===== src/hdl/rdwr_pkg.sv =====
// Shared types and constants for the random draw without replacement block.
// Holds the controller/datapath command and status structs and register codes.
// No dependencies.
`timescale 1ns / 1ps

package rdwr_pkg;

  localparam int DATA_W = 32;
  localparam int ADDR_W = 3;

  // Register index codes (paddr[2] selects the word)
  localparam logic REG_RANGE_LOW  = 1'b0;
  localparam logic REG_RANGE_HIGH = 1'b1;

  // Result status codes
  localparam logic ST_DRAWN = 1'b0;
  localparam logic ST_EMPTY = 1'b1;

  typedef struct packed {
    logic latch_word;   // capture random word of accepted item
    logic start_draw;   // read attempt entry, arm shift pointer
    logic load_result;  // load output register
    logic shift_step;   // one step of the shift-down pipeline
    logic finish;       // retire draw: count down, advance written mark
  } cmd_t;

  typedef struct packed {
    logic pool_empty;
    logic reject;
    logic shift_done;
    logic out_free;
  } sts_t;

endpackage


===== src/hdl/rdwr_ctrl.sv =====
// Controller state machine for the random draw block.
// Sequences check, result hand-off and shift-down; depends on rdwr_pkg.
`timescale 1ns / 1ps

module rdwr_ctrl
  import rdwr_pkg::*;
(
  input  logic clk,
  input  logic rst,
  input  logic in_valid,
  output logic in_stall,
  input  sts_t sts,
  output cmd_t cmd
);

  typedef enum logic [1:0] {
    IDLE,
    CHECK,
    EMIT,
    SHIFT
  } state_t;

  state_t state;
  state_t state_next;

  always_comb begin
    state_next      = state;
    cmd             = '0;
    unique case (state)
      IDLE: begin
        if (in_valid) begin
          cmd.latch_word = 1'b1;
          state_next     = CHECK;
        end
      end
      CHECK: begin
        if (sts.pool_empty) begin
          state_next = EMIT;
        end else if (sts.reject) begin
          state_next = IDLE;
        end else begin
          cmd.start_draw = 1'b1;
          state_next     = EMIT;
        end
      end
      EMIT: begin
        if (sts.out_free) begin
          cmd.load_result = 1'b1;
          state_next      = sts.pool_empty ? IDLE : SHIFT;
        end
      end
      SHIFT: begin
        cmd.shift_step = 1'b1;
        if (sts.shift_done) begin
          cmd.finish = 1'b1;
          state_next = IDLE;
        end
      end
      default: state_next = IDLE;
    endcase
  end

  always_ff @(posedge clk) begin
    if (rst) begin
      state <= IDLE;
    end else begin
      state <= state_next;
    end
  end

  assign in_stall = (state != IDLE);

endmodule


===== config.mk =====
export PLATFORM = sky130hd
export DESIGN_NAME = rdwr_ctrl
export DESIGN_NICKNAME = d
export VERILOG_FILES = /design/src/hdl/rdwr_pkg.sv /design/src/hdl/rdwr_ctrl.sv
export SDC_FILE = /design/constraint.sdc
export NUM_CORES = 1
export LEC_CHECK = 0
export BUFFER_PORTS_ARGS = -buffer_cell sky130_fd_sc_hd__buf_2
export CAP_MARGIN = 0
export CORE_AREA = 2 2 39 41
export CTS_CLUSTER_SIZE = 14
export DETAILED_ROUTE_END_ITERATION = 7
export DIE_AREA = 0 0 41 43
export HOLD_SLACK_MARGIN = 0.02
export PLACE_DENSITY = 0.38
export SYNTH_ARGS = -nofsm -noshare
export SYNTH_HDL_FRONTEND = slang
export SYNTH_SLANG_ARGS = --single-unit
export TNS_END_PERCENT = 50

===== constraint.sdc =====
create_clock -name clk -period 1.1 [get_ports clk]
set_clock_uncertainty 0.05 [all_clocks]
set_input_delay 0.055 -clock clk [delete_from_list [all_inputs] [get_ports clk]]
set_output_delay 0.055 -clock clk [all_outputs]
set_load 0.1 [all_outputs]

==> qor.txt <==
status: complete, but fails checks
violated checks: setup timing
initial core utilization: 10.6%
Clock power frac: 35.9%
CP Data Required Time: 1.00 ns
crit path max fanout: 7
GPL Wtd Cong: 0.632
Area growth syn-to-layout: 158%
antenna cells: 0
Rel. slew slack: 88.5%
Clock Latency Late Sink: 0.22 ns
Synth top area share: 27.4%
WP depth: 3
via count: 184
Bufs and invs on worst path: 1
grt ovf: 0
Switching Share: 39.0%
Fmax: 855 MHz
register share of total power: 20.1%
Cell Area, Synth: 146 sq um
Hold Crit Class: in -> reg
clk buf depth: 2
Clock Sinks: 2
Combinational Power Share: 44.0%
initial antenna violation count: 0
Die Y-Extent: 43 um
routed wire length: 409 um
Core Area: 1380 sq um
worst vdd ir: 0.000386 V
Largest register FFs: 2
nets: 45
post-synthesis sequential area ratio: 27.4%
Die X: 41 um
internal power: 275 uW
cell taking the most area after synthesis: dfxtp_1
WP data arrival: 1.06 ns
P_sw: 176 uW
Routed WL per cell: 7.87 um
setup tns final: -0.120 ns
total setup buffers inserted after CTS: 0
Die Area: 1760 sq um
RR Startpoint: state[0]
post-route ant nets: 0
Syn Nets: 27
hold violation count in the final report: 0
CP endpoint kind: output port
Max stage delay on crit path: 0.34 ns
Ports: 13
TritonCTS clock tree: done
fin. max-slew vios: 0
DRC viols: 0
HP Start: in_valid
Worst Hold Depth: 3
most frequent cells in the layout: 6 x buf_2, 6 x buf_12, 3 x clkbuf_4, 2 x a21oi_1, 2 x nor2b_1
first-pass GRT wire length: 641 um
Multi-input gate area: 123 sq um
max-cap violation count: 0
Reg2Reg Depth: 3
slowest CP cell: dfxtp_2
htree depth: 1
fin area: 378 sq um
#FFs+latches synth: 2
Area after DPL: 338 sq um
fin crit period: 1.17 ns
Worst setup SP type: flop
crit path cell chain: nand2b_4 > nor3_4 > buf_12
num rows: 14
pwr dens: 1190 nW/um^2
flop2flop setup slack: 0.15 ns
vias in the first global route: 157
Leakage: 0.000169 uW
delay-heaviest family, CP: flip-flops
Netlist cell types: 16
most flop-heavy register: state
drt pass-1 iters: 1
maximum number of pins on one net before global-route repair: 9
final setup vio count: 3
Worst-Margin Slew: 0.173 ns
# port buffers: 12
Avg Inst Size Synth: 7.32 sq um
vias per inst: 3.54
CTS buffer count: 3
root buffer cell: clkbuf_4
RSZ-0062 raised after global routing: true
Ys Warns: 0
gr usage total: 5.82%
Setup Crit Path Kind: reg -> out
Mapped Cells: 20
Initial DRC Count: 0
Largest regs: state (2)
Reg clk slew, reported paths: 0.03 ns
register area: 45.0 sq um
capturing point of the worst reg2reg path: state[1]
Tcrit/Tclk final: 106%
worst setup margin: -0.0697 ns
Worst Hold End: state[0]
share of post-route cells with drive strength above 1: 69.4%
ranking of synthesized cells by area: dfxtp_1 27%, nor2b_1 8.5%, a21oi_1 6.8%, and3b_2 6.8%, and2_2 5.1%
fillers: 156
## stage by stage
step | util [%] | power, uW | hold WS (ns) | setup slack [ns] | cells
finish | 27.3 | 451 | 0.0506 | -0.0697 | 52
floorplan | - | 208 | 0.0667 | -0.254 | 20
global placement | 24.4 | 285 | 0.197 | 0.116 | 48
global route | 27.3 | 472 | 0.0754 | -0.135 | 52
CTS | 27.3 | 463 | 0.0426 | -0.0836 | 52
detailed placement | 24.4 | 285 | 0.199 | 0.119 | 48
## routing by layer
| layer | track usage (%) | share of wire [%] | vias up |
|---|---|---|---|
| met4 | 6.00 | 0 | 0 |
| met3 | 3.14 | 9.3 | 0 |
| met1 | 7.37 | 46 | 75 |
| met2 | 6.25 | 45 | 7 |
| li1 | - | - | 102 |
| met5 | 0 | 0 | - |
## repair_timing
item,CTS,global route
endpoints found under the setup margin,4,4
hold buffers,1,0
resized for setup,4,0
pin swaps,1,1
hold endpoints to repair,2,0
## logic make-up (layout without fill, tap and decap cells)
group	Yosys count	after routing	share of synthesized area, %
simple gates	11	11	48.7
compound gates	5	5	18.8
flops	2	2	27.4
buf+inv	2	18	5.13
## how the worst max path moves through the flow
stage / start / to / slack, ns
finish: state[1] / cmd[3] / -0.07
global placement: state[1] / cmd[3] / 0.12
detailed placement: state[1] / cmd[3] / 0.12
global route: state[1] / cmd[3] / -0.14
floorplan: state[1] / cmd[3] / -0.25
CTS: state[1] / cmd[3] / -0.08
## worst register-to-register path, cell delays in order, from the launching register on
cell     delay (ns)
dfxtp_4        0.36
and2b_1        0.17
o21ai_0        0.17
o31ai_1        0.09
## cell type report
cell class	instances	area share (%)
clock buffers	3	5.96
inverters	2	1.99
multi-input cells	16	32.5
flip-flops and latches	2	11.9
well taps	16	5.30
repair buffers	13	42.4
## power groups by stage
stage / Clock, uW / Sequential, uW / Combinational, uW
2_1_floorplan: 0 / 88.6 / 120
3_3_place_gp: 0 / 91.9 / 194
3_5_place_dp: 0 / 91.4 / 194
4_1_cts: 172 / 90.6 / 200
5_1_grt: 172 / 92.9 / 207
6_report: 162 / 90.6 / 198
## synthesized netlist by cell type (all sizes together)
cell type and n:
a21oi 2, and2 1, and2b 1, and3 1
and3b 1, dfxtp 2, inv 2, nand2 1
nand2b 1, nor2 1, nor2b 2, nor3 1
nor3b 1, o21ai 2, o31ai 1
Note: power is estimated with default switching activity, not from simulation.
